[config.mk]
export PLATFORM = sky130hd
export DESIGN_NAME = nmea_gga_position_extractor
export DESIGN_NICKNAME = d
export VERILOG_FILES = /design/src/rtl/nmgga_pkg.sv /design/src/rtl/nmgga_parser.sv /design/src/rtl/nmea_gga_position_extractor.sv
export SDC_FILE = /design/constraint.sdc
export NUM_CORES = 1
export LEC_CHECK = 0
export ABC_AREA = 0
export BUFFER_PORTS_ARGS = -buffer_cell sky130_fd_sc_hd__buf_2
export CORE_UTILIZATION = 45
export DETAILED_ROUTE_END_ITERATION = 8
export GPL_TIMING_DRIVEN = 0
export HOLD_SLACK_MARGIN = 0.08
export PLACE_DENSITY = 0.64
export SYNTH_ARGS = -nofsm -noshare
export SYNTH_HDL_FRONTEND = slang
export SYNTH_HIERARCHICAL = 1
export SYNTH_SLANG_ARGS = --single-unit
[constraint.sdc]
create_clock -name clk -period 9.5 [get_ports clk]
set_clock_uncertainty 0.1 [all_clocks]
set_input_delay 1.425 -clock clk [delete_from_list [all_inputs] [get_ports clk]]
set_output_delay 1.425 -clock clk [all_outputs]
set_load 0.1 [all_outputs]
[src/rtl/nmgga_pkg.sv]
// Package with the shared constants and record type of the GGA position extractor.
`timescale 1ns / 1ps

package nmgga_pkg;

    localparam int LAT_WIDTH  = 30;
    localparam int LON_WIDTH  = 34;
    localparam int HEMI_WIDTH = 8;
    localparam int ALT_WIDTH  = 18;
    localparam int MAG_WIDTH  = 17;
    localparam int REC_WIDTH  = LAT_WIDTH + HEMI_WIDTH + LON_WIDTH + HEMI_WIDTH + ALT_WIDTH;
    localparam int TDATA_OUT_WIDTH = ((REC_WIDTH + 7) / 8) * 8;

    localparam int LAT_DIGITS_DEFAULT = 9;
    localparam int LON_DIGITS_DEFAULT = 10;

    localparam logic [15:0] TALKER_RESET = 16'h474E;
    localparam logic [19:0] ALT_LIMIT    = 20'd99999;

    localparam logic [7:0] CHAR_DOLLAR = 8'h24;
    localparam logic [7:0] CHAR_G      = 8'h47;
    localparam logic [7:0] CHAR_A      = 8'h41;
    localparam logic [7:0] CHAR_COMMA  = 8'h2C;
    localparam logic [7:0] CHAR_STAR   = 8'h2A;
    localparam logic [7:0] CHAR_CR     = 8'h0D;
    localparam logic [7:0] CHAR_LF     = 8'h0A;
    localparam logic [7:0] CHAR_MINUS  = 8'h2D;
    localparam logic [7:0] CHAR_DOT    = 8'h2E;
    localparam logic [7:0] CHAR_0      = 8'h30;
    localparam logic [7:0] CHAR_9      = 8'h39;

    localparam logic [3:0] FIELD_LAT      = 4'd1;
    localparam logic [3:0] FIELD_LAT_HEMI = 4'd2;
    localparam logic [3:0] FIELD_LON      = 4'd3;
    localparam logic [3:0] FIELD_LON_HEMI = 4'd4;
    localparam logic [3:0] FIELD_ALT      = 4'd8;

    typedef struct packed {
        logic signed [ALT_WIDTH-1:0]  altitude;
        logic        [HEMI_WIDTH-1:0] lon_hemisphere;
        logic        [LON_WIDTH-1:0]  longitude;
        logic        [HEMI_WIDTH-1:0] lat_hemisphere;
        logic        [LAT_WIDTH-1:0]  latitude;
    } gga_rec_t;

endpackage

[src/rtl/nmgga_parser.sv]
// Sentence state and field collection for one received byte per step.
`timescale 1ns / 1ps

module nmgga_parser #(
    parameter int LAT_DIGITS = nmgga_pkg::LAT_DIGITS_DEFAULT,
    parameter int LON_DIGITS = nmgga_pkg::LON_DIGITS_DEFAULT
) (
    input  logic               clk,
    input  logic               rst_n,
    input  logic               step,
    input  logic [7:0]         rx_byte,
    input  logic [15:0]        talker_id,
    output logic               rec_valid,
    output nmgga_pkg::gga_rec_t rec
);
    import nmgga_pkg::*;

    typedef enum logic [7:0] {
        HDR_IDLE   = 8'b0000_0001,
        HDR_DOLLAR = 8'b0000_0010,
        HDR_TALK1  = 8'b0000_0100,
        HDR_TALK2  = 8'b0000_1000,
        HDR_G1     = 8'b0001_0000,
        HDR_G2     = 8'b0010_0000,
        HDR_A      = 8'b0100_0000,
        HDR_DATA   = 8'b1000_0000
    } hdr_state_t;

    hdr_state_t             hdr_reg, hdr_next;
    logic [3:0]             field_reg, field_next;
    logic [LAT_WIDTH-1:0]   lat_reg, lat_next;
    logic [LON_WIDTH-1:0]   lon_reg, lon_next;
    logic [HEMI_WIDTH-1:0]  lat_hemi_reg, lat_hemi_next;
    logic [HEMI_WIDTH-1:0]  lon_hemi_reg, lon_hemi_next;
    logic [MAG_WIDTH-1:0]   alt_reg, alt_next;
    logic                   alt_neg_reg, alt_neg_next;
    logic                   alt_frac_reg, alt_frac_next;
    logic [3:0]             digit_cnt_reg, digit_cnt_next;

    logic                   is_digit;
    logic                   ends;
    logic [3:0]             digit_val;
    logic [LAT_WIDTH-1:0]   lat_step;
    logic [LON_WIDTH-1:0]   lon_step;
    logic [19:0]            alt_step;
    logic [ALT_WIDTH-1:0]   alt_mag;

    assign is_digit  = (rx_byte >= CHAR_0) && (rx_byte <= CHAR_9);
    assign ends      = (rx_byte == CHAR_COMMA) || (rx_byte == CHAR_STAR)
                    || (rx_byte == CHAR_CR) || (rx_byte == CHAR_LF);
    assign digit_val = rx_byte[3:0];

    assign lat_step = {lat_reg[LAT_WIDTH-4:0], 3'b000} + {lat_reg[LAT_WIDTH-2:0], 1'b0}
                    + {{(LAT_WIDTH-4){1'b0}}, digit_val};
    assign lon_step = {lon_reg[LON_WIDTH-4:0], 3'b000} + {lon_reg[LON_WIDTH-2:0], 1'b0}
                    + {{(LON_WIDTH-4){1'b0}}, digit_val};
    assign alt_step = {alt_reg, 3'b000} + {2'b00, alt_reg, 1'b0} + {16'd0, digit_val};

    assign alt_mag = {1'b0, alt_reg};

    always_comb
    begin
        rec.latitude       = lat_reg;
        rec.lat_hemisphere = lat_hemi_reg;
        rec.longitude      = lon_reg;
        rec.lon_hemisphere = lon_hemi_reg;
        rec.altitude       = alt_neg_reg ? -alt_mag : alt_mag;
    end

    always_comb
    begin
        hdr_next       = hdr_reg;
        field_next     = field_reg;
        lat_next       = lat_reg;
        lon_next       = lon_reg;
        lat_hemi_next  = lat_hemi_reg;
        lon_hemi_next  = lon_hemi_reg;
        alt_next       = alt_reg;
        alt_neg_next   = alt_neg_reg;
        alt_frac_next  = alt_frac_reg;
        digit_cnt_next = digit_cnt_reg;
        rec_valid      = 1'b0;

        if (step)
        begin
            if (rx_byte == CHAR_DOLLAR)
            begin
                hdr_next       = HDR_DOLLAR;
                field_next     = '0;
                lat_next       = '0;
                lon_next       = '0;
                lat_hemi_next  = '0;
                lon_hemi_next  = '0;
                alt_next       = '0;
                alt_neg_next   = 1'b0;
                alt_frac_next  = 1'b0;
                digit_cnt_next = '0;
            end
            else
            begin
                unique case (hdr_reg)
                    HDR_IDLE:   hdr_next = HDR_IDLE;
                    HDR_DOLLAR: hdr_next = (rx_byte == talker_id[15:8]) ? HDR_TALK1 : HDR_IDLE;
                    HDR_TALK1:  hdr_next = (rx_byte == talker_id[7:0]) ? HDR_TALK2 : HDR_IDLE;
                    HDR_TALK2:  hdr_next = (rx_byte == CHAR_G) ? HDR_G1 : HDR_IDLE;
                    HDR_G1:     hdr_next = (rx_byte == CHAR_G) ? HDR_G2 : HDR_IDLE;
                    HDR_G2:     hdr_next = (rx_byte == CHAR_A) ? HDR_A : HDR_IDLE;
                    HDR_A:      hdr_next = (rx_byte == CHAR_COMMA) ? HDR_DATA : HDR_IDLE;
                    HDR_DATA:
                    begin
                        if (ends)
                        begin
                            if (field_reg == FIELD_ALT)
                            begin
                                rec_valid = 1'b1;
                                hdr_next  = HDR_IDLE;
                            end
                            else if (rx_byte == CHAR_COMMA)
                            begin
                                field_next     = field_reg + 4'd1;
                                digit_cnt_next = '0;
                            end
                            else
                            begin
                                hdr_next = HDR_IDLE;
                            end
                        end
                        else
                        begin
                            unique case (field_reg)
                                FIELD_LAT:
                                begin
                                    if (is_digit && (digit_cnt_reg < 4'(LAT_DIGITS)))
                                    begin
                                        lat_next       = lat_step;
                                        digit_cnt_next = digit_cnt_reg + 4'd1;
                                    end
                                end
                                FIELD_LAT_HEMI:
                                begin
                                    if (digit_cnt_reg == '0)
                                    begin
                                        lat_hemi_next  = rx_byte;
                                        digit_cnt_next = 4'd1;
                                    end
                                end
                                FIELD_LON:
                                begin
                                    if (is_digit && (digit_cnt_reg < 4'(LON_DIGITS)))
                                    begin
                                        lon_next       = lon_step;
                                        digit_cnt_next = digit_cnt_reg + 4'd1;
                                    end
                                end
                                FIELD_LON_HEMI:
                                begin
                                    if (digit_cnt_reg == '0)
                                    begin
                                        lon_hemi_next  = rx_byte;
                                        digit_cnt_next = 4'd1;
                                    end
                                end
                                FIELD_ALT:
                                begin
                                    if (rx_byte == CHAR_DOT)
                                    begin
                                        alt_frac_next = 1'b1;
                                    end
                                    else if (rx_byte == CHAR_MINUS)
                                    begin
                                        if ((digit_cnt_reg == '0) && !alt_frac_reg)
                                        begin
                                            alt_neg_next = 1'b1;
                                        end
                                    end
                                    else if (is_digit && !alt_frac_reg)
                                    begin
                                        alt_next = (alt_step > ALT_LIMIT) ? ALT_LIMIT[MAG_WIDTH-1:0]
                                                                          : alt_step[MAG_WIDTH-1:0];
                                        if (digit_cnt_reg != 4'hF)
                                        begin
                                            digit_cnt_next = digit_cnt_reg + 4'd1;
                                        end
                                    end
                                end
                                default: field_next = field_reg;
                            endcase
                        end
                    end
                    default: hdr_next = HDR_IDLE;
                endcase
            end
        end
    end

    always_ff @(posedge clk or negedge rst_n)
    begin
        if (!rst_n)
        begin
            hdr_reg       <= HDR_IDLE;
            field_reg     <= '0;
            lat_reg       <= '0;
            lon_reg       <= '0;
            lat_hemi_reg  <= '0;
            lon_hemi_reg  <= '0;
            alt_reg       <= '0;
            alt_neg_reg   <= 1'b0;
            alt_frac_reg  <= 1'b0;
            digit_cnt_reg <= '0;
        end
        else
        begin
            hdr_reg       <= hdr_next;
            field_reg     <= field_next;
            lat_reg       <= lat_next;
            lon_reg       <= lon_next;
            lat_hemi_reg  <= lat_hemi_next;
            lon_hemi_reg  <= lon_hemi_next;
            alt_reg       <= alt_next;
            alt_neg_reg   <= alt_neg_next;
            alt_frac_reg  <= alt_frac_next;
            digit_cnt_reg <= digit_cnt_next;
        end
    end

endmodule

[src/rtl/nmea_gga_position_extractor.sv]
// Top level of the GGA position extractor: input register, parser and record register.
// A byte waits in the input register until the parser takes it; the record built from the byte
// that ends the altitude field is registered in the record register and offered on the master side.
// Throughput: one byte per cycle while the master side takes records; a record held in the record
// register by a stalled master side holds off input, once the input register is full, until taken.
// Reset clears the sentence state and both stages at once and loads the talker "GN".
`timescale 1ns / 1ps

module nmea_gga_position_extractor #(
    parameter int LAT_DIGITS = nmgga_pkg::LAT_DIGITS_DEFAULT,
    parameter int LON_DIGITS = nmgga_pkg::LON_DIGITS_DEFAULT
) (
    input  logic        clk,
    input  logic        rst_n,
    input  logic        cfg_wr_en,
    input  logic [15:0] cfg_wr_data,
    input  logic        s_axis_tvalid,
    output logic        s_axis_tready,
    input  logic [7:0]  s_axis_tdata,  // rx_byte
    output logic        m_axis_tvalid,
    input  logic        m_axis_tready,
    // from the LSB up: latitude, lat_hemisphere, longitude, lon_hemisphere, altitude, zero pad
    output logic [nmgga_pkg::TDATA_OUT_WIDTH-1:0] m_axis_tdata
);
    import nmgga_pkg::*;

    logic [15:0] talker_reg;
    logic        in_valid_reg;
    logic [7:0]  in_byte_reg;
    logic        out_valid_reg, out_valid_next;
    gga_rec_t    out_rec_reg;

    logic        advance;
    logic        rec_valid;
    gga_rec_t    rec;

    assign advance       = in_valid_reg && (!out_valid_reg || m_axis_tready);
    assign s_axis_tready = !in_valid_reg || advance;

    nmgga_parser #(
        .LAT_DIGITS(LAT_DIGITS),
        .LON_DIGITS(LON_DIGITS)
    ) u_parser (
        .clk       (clk),
        .rst_n     (rst_n),
        .step      (advance),
        .rx_byte   (in_byte_reg),
        .talker_id (talker_reg),
        .rec_valid (rec_valid),
        .rec       (rec)
    );

    always_comb
    begin
        out_valid_next = out_valid_reg;
        if (advance && rec_valid)
        begin
            out_valid_next = 1'b1;
        end
        else if (m_axis_tready)
        begin
            out_valid_next = 1'b0;
        end
    end

    always_ff @(posedge clk or negedge rst_n)
    begin
        if (!rst_n)
        begin
            talker_reg    <= TALKER_RESET;
            in_valid_reg  <= 1'b0;
            out_valid_reg <= 1'b0;
        end
        else
        begin
            if (cfg_wr_en)
            begin
                talker_reg <= cfg_wr_data;
            end
            if (s_axis_tvalid && s_axis_tready)
            begin
                in_valid_reg <= 1'b1;
            end
            else if (advance)
            begin
                in_valid_reg <= 1'b0;
            end
            out_valid_reg <= out_valid_next;
        end
    end

    always_ff @(posedge clk)
    begin
        if (s_axis_tvalid && s_axis_tready)
        begin
            in_byte_reg <= s_axis_tdata;
        end
        if (advance && rec_valid)
        begin
            out_rec_reg <= rec;
        end
    end

    assign m_axis_tvalid = out_valid_reg;
    assign m_axis_tdata  = {{(TDATA_OUT_WIDTH-REC_WIDTH){1'b0}}, out_rec_reg};

    // A record can only come from a byte that is actually being consumed.
    assert property (@(posedge clk) disable iff (!rst_n) rec_valid && advance |-> in_valid_reg)
        else $error("record produced without a buffered byte");

    // The input side must never stall while the record register is empty.
    assert property (@(posedge clk) disable iff (!rst_n) !out_valid_reg |-> s_axis_tready)
        else $error("input stalled with an empty record register");

    // A full input register behind a stalled record register must hold off new transfers.
    assert property (@(posedge clk) disable iff (!rst_n)
        in_valid_reg && out_valid_reg && !m_axis_tready |-> !s_axis_tready)
        else $error("input accepted while both stages are full");

    // Saturation keeps the reported altitude within plus or minus 99999.
    assert property (@(posedge clk) disable iff (!rst_n)
        out_valid_reg |-> (out_rec_reg.altitude <= 18'sd99999)
                       && (out_rec_reg.altitude >= -18'sd99999))
        else $error("altitude outside its saturated range");

    // A completed record that is not taken stays in place.
    assert property (@(posedge clk) disable iff (!rst_n)
        out_valid_reg && !m_axis_tready |=> out_valid_reg && $stable(out_rec_reg))
        else $error("pending record lost or changed");

endmodule
## Word-level counts from Yosys, hierarchy flattened

Cells that the tools add are included.

- Add/subtract/negate cells: 9
- Magnitude comparators: 5
- Eq/ne operators: 39
- Multiplexer cells: 78
- Reductions and logical operators: 46

Operators by type and width:

| operator | count |
|---|---|
| $mux W34 | 5 |
| $mux W17 | 9 |
| $mux W30 | 5 |
| $mux W8 | 14 |
| $mux W4 | 18 |
| $pmux W8 S7 | 1 |
| $eq A8 B6 Y1 const B | 6 |
| $add A34 B34 Y34 | 1 |
| $add A34 B4 Y34 | 1 |
| $reduce_bool A2 Y1 | 17 |
| $add A30 B30 Y30 | 1 |
| $add A30 B4 Y30 | 1 |
| $reduce_and A5 Y1 | 6 |
| $eq A8 B4 Y1 const B | 3 |
| $eq A8 B7 Y1 const B | 3 |
| $mux W1 | 21 |
| $add A20 B18 Y20 | 1 |
| $add A20 B4 Y20 | 1 |
| $gt A20 B17 Y1 const B | 1 |
| $neg A17 Y18 | 1 |
| $eq A8 B8 Y1 | 2 |
| $pmux W4 S4 | 1 |
| $reduce_and A7 Y1 | 2 |
| $ne A3 B2 Y1 const B | 4 |
| 31 further kinds | 52 |

- Register bits after elaboration: 239
- Input port bits: 29
- Output and inout bits: 106
- Word-level logic and storage cells: 197

## Longest topological paths before layout

Gate-level depths: netlist of the first run.

- Word-level depth: 11
- Mapped depth: 13
- Mapped depth without buffers: 13

## Modules after synthesis

Netlist of the first run, hierarchy kept.

Modules (own cells, without submodules):

| module | times used | cells an instance | area an instance (um^2) |
|---|---|---|---|
| nmgga_parser | 1 | 1184 | 10271.1 |
| nmea_gga_position_extractor | 1 | 157 | 3987.6 |

## Worst setup path before layout of the first run

OpenSTA, ideal clock, no wires.

- Path kind: input to register
- From: input port m_axis_tready
- To: register out_rec_reg (netlist bit m_axis_tdata[0]), enable pin
- Data arrival time: 6.304 ns
- Data required time: 8.833 ns
- Setup slack: 2.529 ns
- Cell stages on the path: 6
- Cells stage by stage: nand2b_1 > and2_1 > nand2_1 > nor2_1 > nand2_1 > nor2b_1

- Word-level cells in the longest chain between the ends: 4

RTL lines:

| item | RTL line | text |
|---|---|---|
| from (decl) | nmea_gga_position_extractor.sv:21 | `input logic m_axis_tready,` |
| $logic_or A1 B1 Y1 | nmea_gga_position_extractor.sv:37 | `assign advance = in_valid_reg && (!out_valid_reg \|\| m_axis_tready);` |
| $logic_and A1 B1 Y1 | nmea_gga_position_extractor.sv:37 |  |
| via advance | nmea_gga_position_extractor.sv:33 | `logic advance;` |
| $mux W1 | nmgga_parser.sv:84 | `if (step)` |
| via rec_valid | nmea_gga_position_extractor.sv:34 | `logic rec_valid;` |
| $logic_and A1 B1 Y1 | nmea_gga_position_extractor.sv:98 | `if (advance && rec_valid)` |
| to (signal assigned) | nmea_gga_position_extractor.sv:100 | `out_rec_reg <= rec;` |
| to (decl) | nmea_gga_position_extractor.sv:31 | `gga_rec_t out_rec_reg;` |

The timed path passes the listed nets, and every way through them passes these cells.
A chain may end at the register's enable or synchronous reset.

## Final worst setup path of the first run

- From: register in_byte_reg[3]
- To: register u_parser.alt_reg[9]

- Word-level cells in the longest chain between the ends: 10

RTL lines:

| item | RTL line | text |
|---|---|---|
| from (decl) | nmea_gga_position_extractor.sv:29 | `logic [7:0] in_byte_reg;` |
| from (signal assigned) | nmea_gga_position_extractor.sv:96 | `in_byte_reg <= s_axis_tdata;` |
| $add A20 B4 Y20 | nmgga_parser.sv:57 | `assign alt_step = {alt_reg, 3'b000} + {2'b00, alt_reg, 1'b0} + {16'd0, digit_val};` |
| $gt A20 B17 Y1 | nmgga_parser.sv:178 | `alt_next = (alt_step > ALT_LIMIT) ? ALT_LIMIT[MAG_WIDTH-1:0]` |
| $mux W17 | nmgga_parser.sv:178 |  |
| $mux W17 | nmgga_parser.sv:176 | `else if (is_digit && !alt_frac_reg)` |
| $mux W17 | nmgga_parser.sv:169 | `else if (rx_byte == CHAR_MINUS)` |
| $mux W17 | nmgga_parser.sv:165 | `if (rx_byte == CHAR_DOT)` |
| $mux W17 | nmgga_parser.sv:130 | `unique case (field_reg)` |
| $mux W17 | nmgga_parser.sv:111 | `if (ends)` |
| $mux W17 | nmgga_parser.sv:101 | `unique case (hdr_reg)` |
| $mux W17 | nmgga_parser.sv:86 | `if (rx_byte == CHAR_DOLLAR)` |
| to (signal assigned) | nmgga_parser.sv:219 | `alt_reg <= alt_next;` |
| to (decl) | nmgga_parser.sv:35 | `logic [MAG_WIDTH-1:0] alt_reg, alt_next;` |

Several ways; a longest one is shown, not always the timed one. The select of a mux whose other input is x is not followed.

==> results of run 1 <==
==> worst max-delay path by stage <==
stage | endpoint | slack, ns | cells after the start
after detailed placement | u_parser/alt_reg[0] | 5.32 | 12
after floorplan | m_axis_tdata[0] | 2.53 | 6
after global routing | u_parser/alt_reg[9] | 5.12 | 12
after global placement | m_axis_tdata[14] | 0.09 | 7
final | u_parser/alt_reg[9] | 5.27 | 12
after CTS | u_parser/alt_reg[9] | 5.28 | 12
==> report_power, final <==
part	total [mW]	leakage, nW	internal (mW)	switching [mW]
clock network	1.00	0.436	0.595	0.410
logic	0.0957	4.55	0.0376	0.0581
registers	1.10	2.95	1.09	0.0111
total	2.20	7.94	1.72	0.479
==> synthesized netlist by cell type, drive strengths merged (7+ instances only) <==
master	number	area, um^2
o21bai	8	60.1
clkbuf	27	101
edfxtp	106	3180
nand4	13	81.3
dfstp	9	236
xnor2	58	508
nor2b	13	81.3
a21boi	7	52.6
a21oi	80	412
buf	26	169
ha	156	1950
o211ai	12	90.1
or3	11	68.8
dfrtp	124	3100
and3	11	73.8
a211oi	13	97.6
xor2	35	307
inv	39	146
o21a	15	113
nand2b	21	131
o31ai	20	150
mux2	28	353
nor3	21	105
a21o	23	173
o21ai	127	636
nand3	83	420
nand2	93	349
nor2	67	251
==> through the flow <==
| step | hold WS (ns) | cell area (um^2) | worst slack, ns | utilization |
|---|---|---|---|---|
| after detailed placement | 0.328 | 15500 | 5.32 | 0.502 |
| after global routing | 0.361 | 16400 | 5.12 | 0.530 |
| after global placement | 0.326 | 15400 | 0.0949 | 0.499 |
| after floorplan | 0.319 | 14300 | 2.53 | - |
| final | 0.342 | 16400 | 5.27 | 0.530 |
| after CTS | 0.342 | 16400 | 5.28 | 0.530 |
==> cell type report <==
| type | count | area (um^2) | area share |
|---|---|---|---|
| Multi-Input combinational cell | 1015 | 7350 | 0.449 |
| Timing Repair Buffer | 131 | 729 | 0.0445 |
| Clock inverter | 12 | 95.1 | 0.00581 |
| Tap cell | 396 | 495 | 0.0303 |
| Clock buffer | 37 | 773 | 0.0472 |
| Inverter | 39 | 146 | 0.00894 |
| Sequential cell | 239 | 6520 | 0.398 |
| Buffer | 53 | 270 | 0.0165 |
==> per-layer routing <==
metal  up-vias  wire length [um]  GRT usage
met5         -                 0          0
met4         0               631     0.0493
met3        43               974     0.0209
met2       186             14800      0.327
met1      5125             15400      0.273
li1       5311                 -          -
==> cells by family after synthesis <==
logic type,share of synthesized area
xor gates and xnor gates,0.0571
AOI/OAI and AO/OA,0.155
other,0.000263
adders and majority gates,0.145
DFF,0.457
and+or+nand+nor,0.129
muxes,0.0269
buffers and inverters,0.0292
==> out/metrics.cfg, run 1 <==
[placed_design]
dp_cells=1873
gp_congestion=0.908
dp_hpwl_mm=23.4
portBuffers=127

[layout]
largest_reg_flops=98
layout_commonest_cell=ha_1
antenna_cells=0
fin_cells=1922
drive_gt1_frac=0.163
nFillCells=2813
final_cell_mix=ha_1, buf_2, dfrtp_1, o21ai_0, edfxtp_1
nets=1697
area_growth_syn_to_layout_pct=14.9

[worst_setup_path]
path_class=reg2reg
cp_top_family=compound AO/OA/AOI/OAI gates
required_ns=9.79
critPathBufInv=1
cpMaxStageDelayCell=fa_1
rr_worst_depth=12
r2r_start=in_byte_reg[3]
crit_fanout=10
start_kind=flip-flop
crit_arrival_ns=4.53
cp-startpoint=in_byte_reg[3]
worstPathCellList=fa_1, fa_1, a21o_1, a22o_1, o311ai_2, a31oi_1, xor2_1, or4_1, nand3_1, and3_4, buf_6, a21oi_1
ff2ff_setup_slack_ns=5.27
max_stage_delay_ns=0.58
rr_endpoint=u_parser/alt_reg[9]
end_kind=flip-flop
worst_path_most_repeated_cell=fa_1

[global_route]
grt_pass1_vias=10300
antenna_found_initial=0
grt_pass1_wl_mm=52.6
grt_start_max_net_pins=93
grt.overflow.total=0
grtUsageTotal=0.196

[floorplan]
initial_core_util=0.461
rows=64
core_mm2=0.0309
die_area_mm2=0.0324
ios=135
die_w_um=180
die_y_um=180

[logic_synthesis]
ys_warn_count=6
synth-seq-area-share=0.457
synth_edf_count=106
async_flop_share=0.556
synth_flop_cell=dfrtp_1
synth_area_per_cell_um2=10.6
synth_area_mm2=0.0143
synth_cell_types=79
syn_inst=1341
ys_seq_elements=239

[clock_network]
cts_tree=yes
clkLatencyLatePin_ns=0.53
clock_sinks=239
cts_resized=0
cts.clk_slew.worst_paths_ns=0.06
clockRootBuffer=clkbuf_16
numCtsBuffers=27
cts_setup_buffers=0
ctsHtreeMaxLevel=1
cts_buffer_depth=3
cts_hold_buffers=0

[timing]
clock.fmax_mhz=236
fin_crit_sh=0.446
setup_viol=0
fin_crit_ns=4.23
slew_viol_final=0
rsz0062_at_grt=no
fin_setup_tns_ns=0
slew_headroom=0.531
worstMarginPinSlew_ns=0.703
hold_violations=0

[min_path]
hold_start=u_parser/lat_hemi_reg[7]
min_path_cells=0
min_path_type=reg2reg
whs_endpoint=m_axis_tdata[37]

[power]
irDropWorstVdd_uv=112
p_per_area_mw_per_mm2=134
power_mw=2.20
p_leak_nw=7.94

[routing]
drc=0
drtAntennaViolNets=0
dr.pass1.iters=5
num_vias=10700
vias_per_cell=5.55
drt_iter0_markers=563
wl_mm=31.7
routedWlPerCell_um=16.5

[status]
status=finished clean

[job]
max-cap-violations=0

Power figures use the tool's default switching activity.
==> inputs of run 2 (changes only) <==
PLACE_DENSITY = 0.67   (was 0.64)
clock period = 3.4 ns   (was 9.5 ns; I/O delays follow)
==> run 2 against run 1 <==
Net effect:
- the flow now finishes with violations (setup timing)
- sequential power rose to 2.8 times the previous value
- global-route usage up 0.62 points
- first-iteration DRC count up 42%
- final cell count up 3.0%
==> out/metrics.cfg, run 2 (same netlist as run 1, synthesis figures left out) <==
[status]
status=complete, but fails checks
violations=setup timing

[timing]
fin_crit_sh=1.07  ; +0.624
slew_viol_final=0  ; unchanged
worstMarginPinSlew_ns=0.627  ; -0.0760 ns
setup_viol=28  ; +28
hold_violations=0  ; unchanged
clock.fmax_mhz=275  ; +16%
worst_slack_ns=-0.236  ; -5.50 ns
slew_headroom=0.578  ; +0.0463
rsz0062_at_grt=yes
fin_crit_ns=3.64  ; -0.599 ns

[layout]
area_growth_syn_to_layout_pct=22.4
seqCellArea_mm2=0.00653  ; about the same
fin_cells=1979  ; +3.0%
post-route-util=0.565  ; +0.0350
nets=1753  ; +3.3%
nFillCells=2663  ; -5.3%
antenna_cells=0  ; unchanged
largest_reg_flops=98  ; unchanged
multi_input_area_mm2=0.00786  ; +7.0%
layout_commonest_cell=ha_1
drive_gt1_frac=0.246  ; +0.0826
final_cell_mix=ha_1, buf_2, dfrtp_1, edfxtp_1, o21ai_0
final_area_mm2=0.0175  ; +6.6%

[clock_network]
cts.clk_slew.worst_paths_ns=0.06  ; about the same
clockRootBuffer=clkbuf_16
clock_sinks=239  ; unchanged
ctsHtreeMaxLevel=1  ; unchanged
clkLatencyLatePin_ns=0.55  ; +0.02 ns
cts_buffer_depth=3  ; unchanged
cts_tree=yes
numCtsBuffers=27  ; unchanged

[floorplan]
die_w_um=180  ; unchanged
core_mm2=0.0309  ; unchanged
ios=135  ; unchanged
initial_core_util=0.461  ; unchanged
die_y_um=180  ; unchanged
die_area_mm2=0.0324  ; unchanged
rows=64  ; unchanged

[routing]
drt_iter0_markers=798  ; +42%
drtAntennaViolNets=0  ; unchanged
wl_mm=33.2  ; +4.7%
routedWlPerCell_um=16.8  ; +1.7%
dr.pass1.iters=6  ; +1
num_vias=11200  ; +4.6%
vias_per_cell=5.64  ; +1.6%
drc=0  ; unchanged

[worst_setup_path]
cp-startpoint=in_byte_reg[3]
crit_arrival_ns=4.01  ; -0.52 ns
path_class=reg2reg
start_kind=flip-flop
r2r_start=in_byte_reg[3]
required_ns=3.77  ; -6.02 ns
end_kind=flip-flop
crit_fanout=5  ; -5

[power]
seqPwrFrac=0.483  ; -0.017
power_mw=6.37  ; +190%
power_switching_mw=1.42  ; +200%
p_per_area_mw_per_mm2=365  ; +170%
p_int_mw=4.95  ; +190%
pwr-share-comb=0.049  ; +0.006
irDropWorstVdd_uv=333  ; +200%
p_clk_frac=0.469  ; +0.012
p_leak_nw=8.27  ; +4.1%
sw_frac_of_total=0.223  ; +0.00553

[global_route]
grt.overflow.total=0  ; unchanged
grt_pass1_vias=10900  ; +5.3%
antenna_found_initial=0  ; unchanged
grt_start_max_net_pins=93  ; unchanged
grtUsageTotal=0.202  ; +0.00618
grt_pass1_wl_mm=54.1  ; +2.7%

[min_path]
min_path_type=in2reg
hold_start=cfg_wr_data[11]

[placed_design]
placed_area_mm2=0.0155  ; +0.17%
dp_slack_ns=-0.686  ; -6.00 ns
dp_hpwl_mm=23.5  ; +0.31%
gp_congestion=0.891  ; -1.9%
portBuffers=127  ; unchanged
dp_cells=1873  ; unchanged

[job]
max-cap-violations=0  ; unchanged

run 2: cell types whose count changed in the layout (fill, tap and decap cells not counted), sizes merged:
cell / delta
buf: +40
dlygate4sd3: +17
clkbuf: -6
inv: +5
clkinv: -4
clkinvlp: +3
bufinv: +2
run 2: final cells by class:
cell class                 instances  share of cell area
inverter                          39             0.00838
clock inverter                    18              0.0110
timing repair buffer             189              0.0711
clock buffer                      32              0.0416
tap                              396              0.0284
sequential                       239               0.374
buffer                            51              0.0156
multi-input combinational       1015               0.450
run 2: path summary, 6_finish.rpt:
| path | endpoint | slack [ns] | depth (start not counted) |
|---|---|---|---|
| hold / removal | talker_reg[11] | 0.10 | 2 |
| max in group asynchronous | talker_reg[10] | 2.02 | 3 |
| setup / recovery | u_parser/alt_reg[14] | -0.24 | 12 |
| setup reg to reg | u_parser/alt_reg[14] | -0.24 | 12 |
| min in group asynchronous | u_parser/lon_reg[16] | 0.37 | 2 |
| hold reg to reg | m_axis_tdata[33] | 0.35 | 0 |
run 2: power groups by stage:
stage | logic (mW) | registers (mW) | clock network, mW
after floorplan | 0.182 | 3.12 | 0
after CTS | 0.305 | 3.07 | 3.06
after global placement | 0.262 | 3.13 | 0
final | 0.309 | 3.07 | 2.98
after global routing | 0.340 | 3.08 | 3.17
after detailed placement | 0.272 | 3.13 | 0
run 2: metrics by stage:
stage / TNS [ns] / hold WS, ns
6_report: -4.12 / 0.103
5_1_grt: -7.20 / 0.0821
4_1_cts: -5.29 / 0.0811
3_5_place_dp: -14.06 / 0.331
3_3_place_gp: -163.03 / 0.326
2_1_floorplan: -0.917 / 0.114
run 2: timing repair:
item | 4_1_cts | 5_1_grt
pin swaps | 55 | 60
cloned | 1 | 0
hold endpoints to repair | 57 | 0
hold buffers | 17 | 0
setup endpoints to repair | 44 | 118
resized for setup | 75 | 75
setup buffers | 23 | 18
run 2: critical path, cell delays in order, from the launching register on:
cell and delay, ns:
edfxtp_1 0.46, fa_2 0.54, fa_2 0.36, a21o_1 0.18
a22o_4 0.25, o31a_1 0.27, a311oi_2 0.23, a211oi_2 0.07
or4_4 0.53, nand3_2 0.09, and3_4 0.23, buf_6 0.14
a22o_1 0.12
run 2: per-layer routing:
layer	track usage	vias up	wire length [um]
met5	0	-	0
li1	-	5419	-
met3	0.0239	54	1550
met2	0.342	277	15900
met1	0.273	5407	15000
met4	0.0597	0	794
==> inputs of run 3 (changes only) <==
ABC_AREA = 1   (was 0)
ABC_CLOCK_PERIOD_IN_PS = 4100   (was not set)
PLACE_DENSITY = 0.64   (was 0.67)
clock period = 4.1 ns   (was 3.4 ns; I/O delays follow)
==> run 3 against run 2 <==
Net effect:
- the run now ends clean
- final cell count increased by 21%
- die area increased by 5.7%
- core utilization decreased by 3.7 points
- combinational power increased by 3%
- via count increased by 9.7%
- sequential power decreased by 16%
- critical path depth decreased by 1
- first-iteration DRC count decreased by 13%
- non-clock buffer count decreased by 77
- hold slack improved by 0.037 ns
- flip-flop and latch count unchanged
- critical endpoint is now u_parser/lat_reg[26]
==> out/metrics.cfg, run 3 <==
[status]
status=finished clean

[clock_network]
cts_setup_buffers=0  ; -100%
cts_tree=yes
ctsHtreeMaxLevel=1  ; unchanged
clock_sinks=239  ; unchanged
cts_hold_buffers=1  ; -16
cts_buffer_depth=3  ; unchanged
clkLatencyLatePin_ns=0.55  ; about the same
cts_resized=0  ; -100%
numCtsBuffers=27  ; unchanged
cts.clk_slew.worst_paths_ns=0.06  ; about the same
clockRootBuffer=clkbuf_16

[floorplan]
ios=135  ; unchanged
die_y_um=185  ; +2.8%
core_mm2=0.0328  ; +6.1%
initial_core_util=0.460  ; -0.00122
die_w_um=185  ; +2.8%
rows=66  ; +3.1%
die_area_mm2=0.0343  ; +5.7%

[logic_synthesis]
synth_edf_count=106  ; unchanged
netlist.area_leader.share=0.211  ; -0.0122
syn_inst=1764  ; +32%
synth_flop_cell=dfrtp_1
synth.top_cells.by_count=nand2_1, inv_1, ha_1
synth.largest_area_cell=edfxtp_1
synth_area_leaders=edfxtp_1, dfrtp_1, ha_1, nand2_1, inv_1
async_flop_share=0.556  ; unchanged
ys_warn_count=6  ; unchanged
synth_cell_types=55  ; -30%
ys_seq_elements=239  ; unchanged
synth-seq-area-share=0.432  ; -0.0250
synth_area_mm2=0.0151  ; +5.8%
yosysMostFrequentCell=nand2_1
synth_area_per_cell_um2=8.55  ; -20%

[power]
p_leak_nw=9.02  ; +9.1%
p_per_area_mw_per_mm2=307  ; -16%
irDropWorstVdd_uv=296  ; -11%
power_mw=5.31  ; -17%

[placed_design]
portBuffers=128  ; +0.79%
dp_cells=2343  ; +25%
placed_area_mm2=0.0164  ; +5.5%
gp_congestion=0.911  ; +2.2%
dp_slack_ns=0.468  ; +1.15 ns
dp_hpwl_mm=27.3  ; +16%

[worst_setup_path]
crit_path_end=u_parser/lat_reg[26]
ff2ff_setup_slack_ns=0.43  ; +0.67 ns
path_class=reg2reg
max_stage_delay_ns=0.63  ; +0.09 ns
start_kind=flip-flop
end_kind=flip-flop
crit_arrival_ns=4.00  ; about the same
required_ns=4.43  ; +0.66 ns
cpMaxStageDelayCell=o21ai_0
cp-startpoint=in_byte_reg[3]
crit_fanout=5  ; unchanged
rr_worst_depth=11  ; -1
worstPathCellList=fa_1, inv_1, fa_1, o21ai_0, a21oi_1, o21ai_0, nand3_1, nand3_1, nand2_1, nand2_1, o21ai_1
rr_endpoint=u_parser/lat_reg[26]
r2r_start=in_byte_reg[3]

[global_route]
grt_start_max_net_pins=94  ; +1.1%
grt_pass1_vias=11900  ; +9.3%
grtUsageTotal=0.208  ; +0.00548
grt.overflow.total=0  ; unchanged
antenna_found_initial=0  ; unchanged
grt_pass1_wl_mm=57.7  ; +6.7%

[layout]
largest_reg_flops=98  ; unchanged
antenna_cells=0  ; unchanged
final_area_mm2=0.0173  ; -0.96%
fin_cells=2394  ; +21%
drive_gt1_frac=0.131  ; -0.115
nets=2122  ; +21%
final_cell_mix=nand2_1, inv_1, ha_1, nor2_1, buf_2
layout_commonest_cell=nand2_1
area_growth_syn_to_layout_pct=14.6

[timing]
worstMarginPinSlew_ns=0.855  ; +0.228 ns
worst_slack_ns=0.433  ; +0.669 ns
setup_viol=0  ; -100%
fin_crit_ns=3.67  ; +0.0311 ns
slew_viol_final=0  ; unchanged
hold_violations=0  ; unchanged
fin_crit_sh=0.894  ; -0.175
clock.fmax_mhz=273  ; -0.85%
whs_ns=0.140  ; +0.0368 ns
slew_headroom=0.424  ; -0.154
rsz0062_at_grt=no

[min_path]
min_path_type=in2reg
hold_start=s_axis_tdata[3]

[routing]
dr.pass1.iters=5  ; -1
drc=0  ; unchanged
vias_per_cell=5.11  ; -9.3%
drtAntennaViolNets=0  ; unchanged
routedWlPerCell_um=14.6  ; -13%
num_vias=12200  ; +9.7%
wl_mm=35.0  ; +5.2%
drt_iter0_markers=694  ; -13%

[job]
max-cap-violations=0  ; unchanged

## run 3: changes by cell type after synthesis, moves of 13 or more
cell,previous run,this run
o31ai_1,20,1
nand2_1,93,427
nor2b_1,13,0
mux2_2,18,0
a21oi_1,79,116
a21o_1,23,6
o21a_1,15,2
nand2b_1,21,1
clkbuf_1,27,2
o21ai_1,6,32
nor2_1,67,150
xnor2_1,58,33
inv_1,39,191
## run 3: cells by family (layout without fill, tap and decap cells)
logic type                 after synthesis  in the layout  share of synthesized area
and+or+nand+nor                        754            754                      0.216
AOI/OAI and AO/OA                      309            309                      0.112
DFF                                    239            239                      0.432
buffers and inverters                  233            416                     0.0638
adders and majority gates              162            162                      0.137
xor gates and xnor gates                66             66                     0.0383
other                                    1              6                   0.000249
## run 3: worst min-delay path by stage
stage / end / slack, ns / depth (start not counted)
global placement: m_axis_tdata[79] / 0.33 / 0
finish: in_byte_reg[3] / 0.14 / 1
floorplan: in_valid_reg / 0.22 / 0
global route: in_byte_reg[5] / 0.12 / 1
CTS: in_byte_reg[3] / 0.12 / 1
detailed placement: m_axis_tdata[32] / 0.33 / 0
## run 3: report_power, final
part           switching, mW  internal, mW  leakage [nW]
clock network          0.993          1.40         0.436
logic                  0.209         0.110          5.60
registers             0.0501          2.54          2.99
## run 3: cell type report
cell class / instances / area [um^2]
fill: 3109 / 15500
multi-input combinational: 1297 / 7620
sequential: 239 / 6520
inverter: 203 / 762
timing repair buffer: 133 / 744
clock buffer: 29 / 683
tap: 442 / 553
clock inverter: 21 / 201
buffer: 30 / 200
## run 3: through the flow
stage,setup TNS (ns),utilization
after global placement,-34.75,0.497
after floorplan,0,-
after CTS,0,0.527
final,0,0.527
after detailed placement,0,0.500
after global routing,0,0.527
## run 3: worst max-delay path, delay by kind of cell (launching register included)
family	cells	cell delay [ns]
AO/OA/AOI/OAI	4	1.37
adder cells (fa/ha/maj)	2	1.03
buffers and inverters	1	0.06
flip-flops	1	0.57
AND/OR/NAND/NOR	4	0.40
## run 3: routing by layer
| metal | global-route usage | up-vias | share of wire |
|---|---|---|---|
| li1 | - | 6257 | - |
| met1 | 0.280 | 5669 | 0.46 |
| met2 | 0.355 | 264 | 0.48 |
| met3 | 0.0206 | 50 | 0.039 |
| met4 | 0.0572 | 0 | 0.023 |
| met5 | 0 | - | 0 |
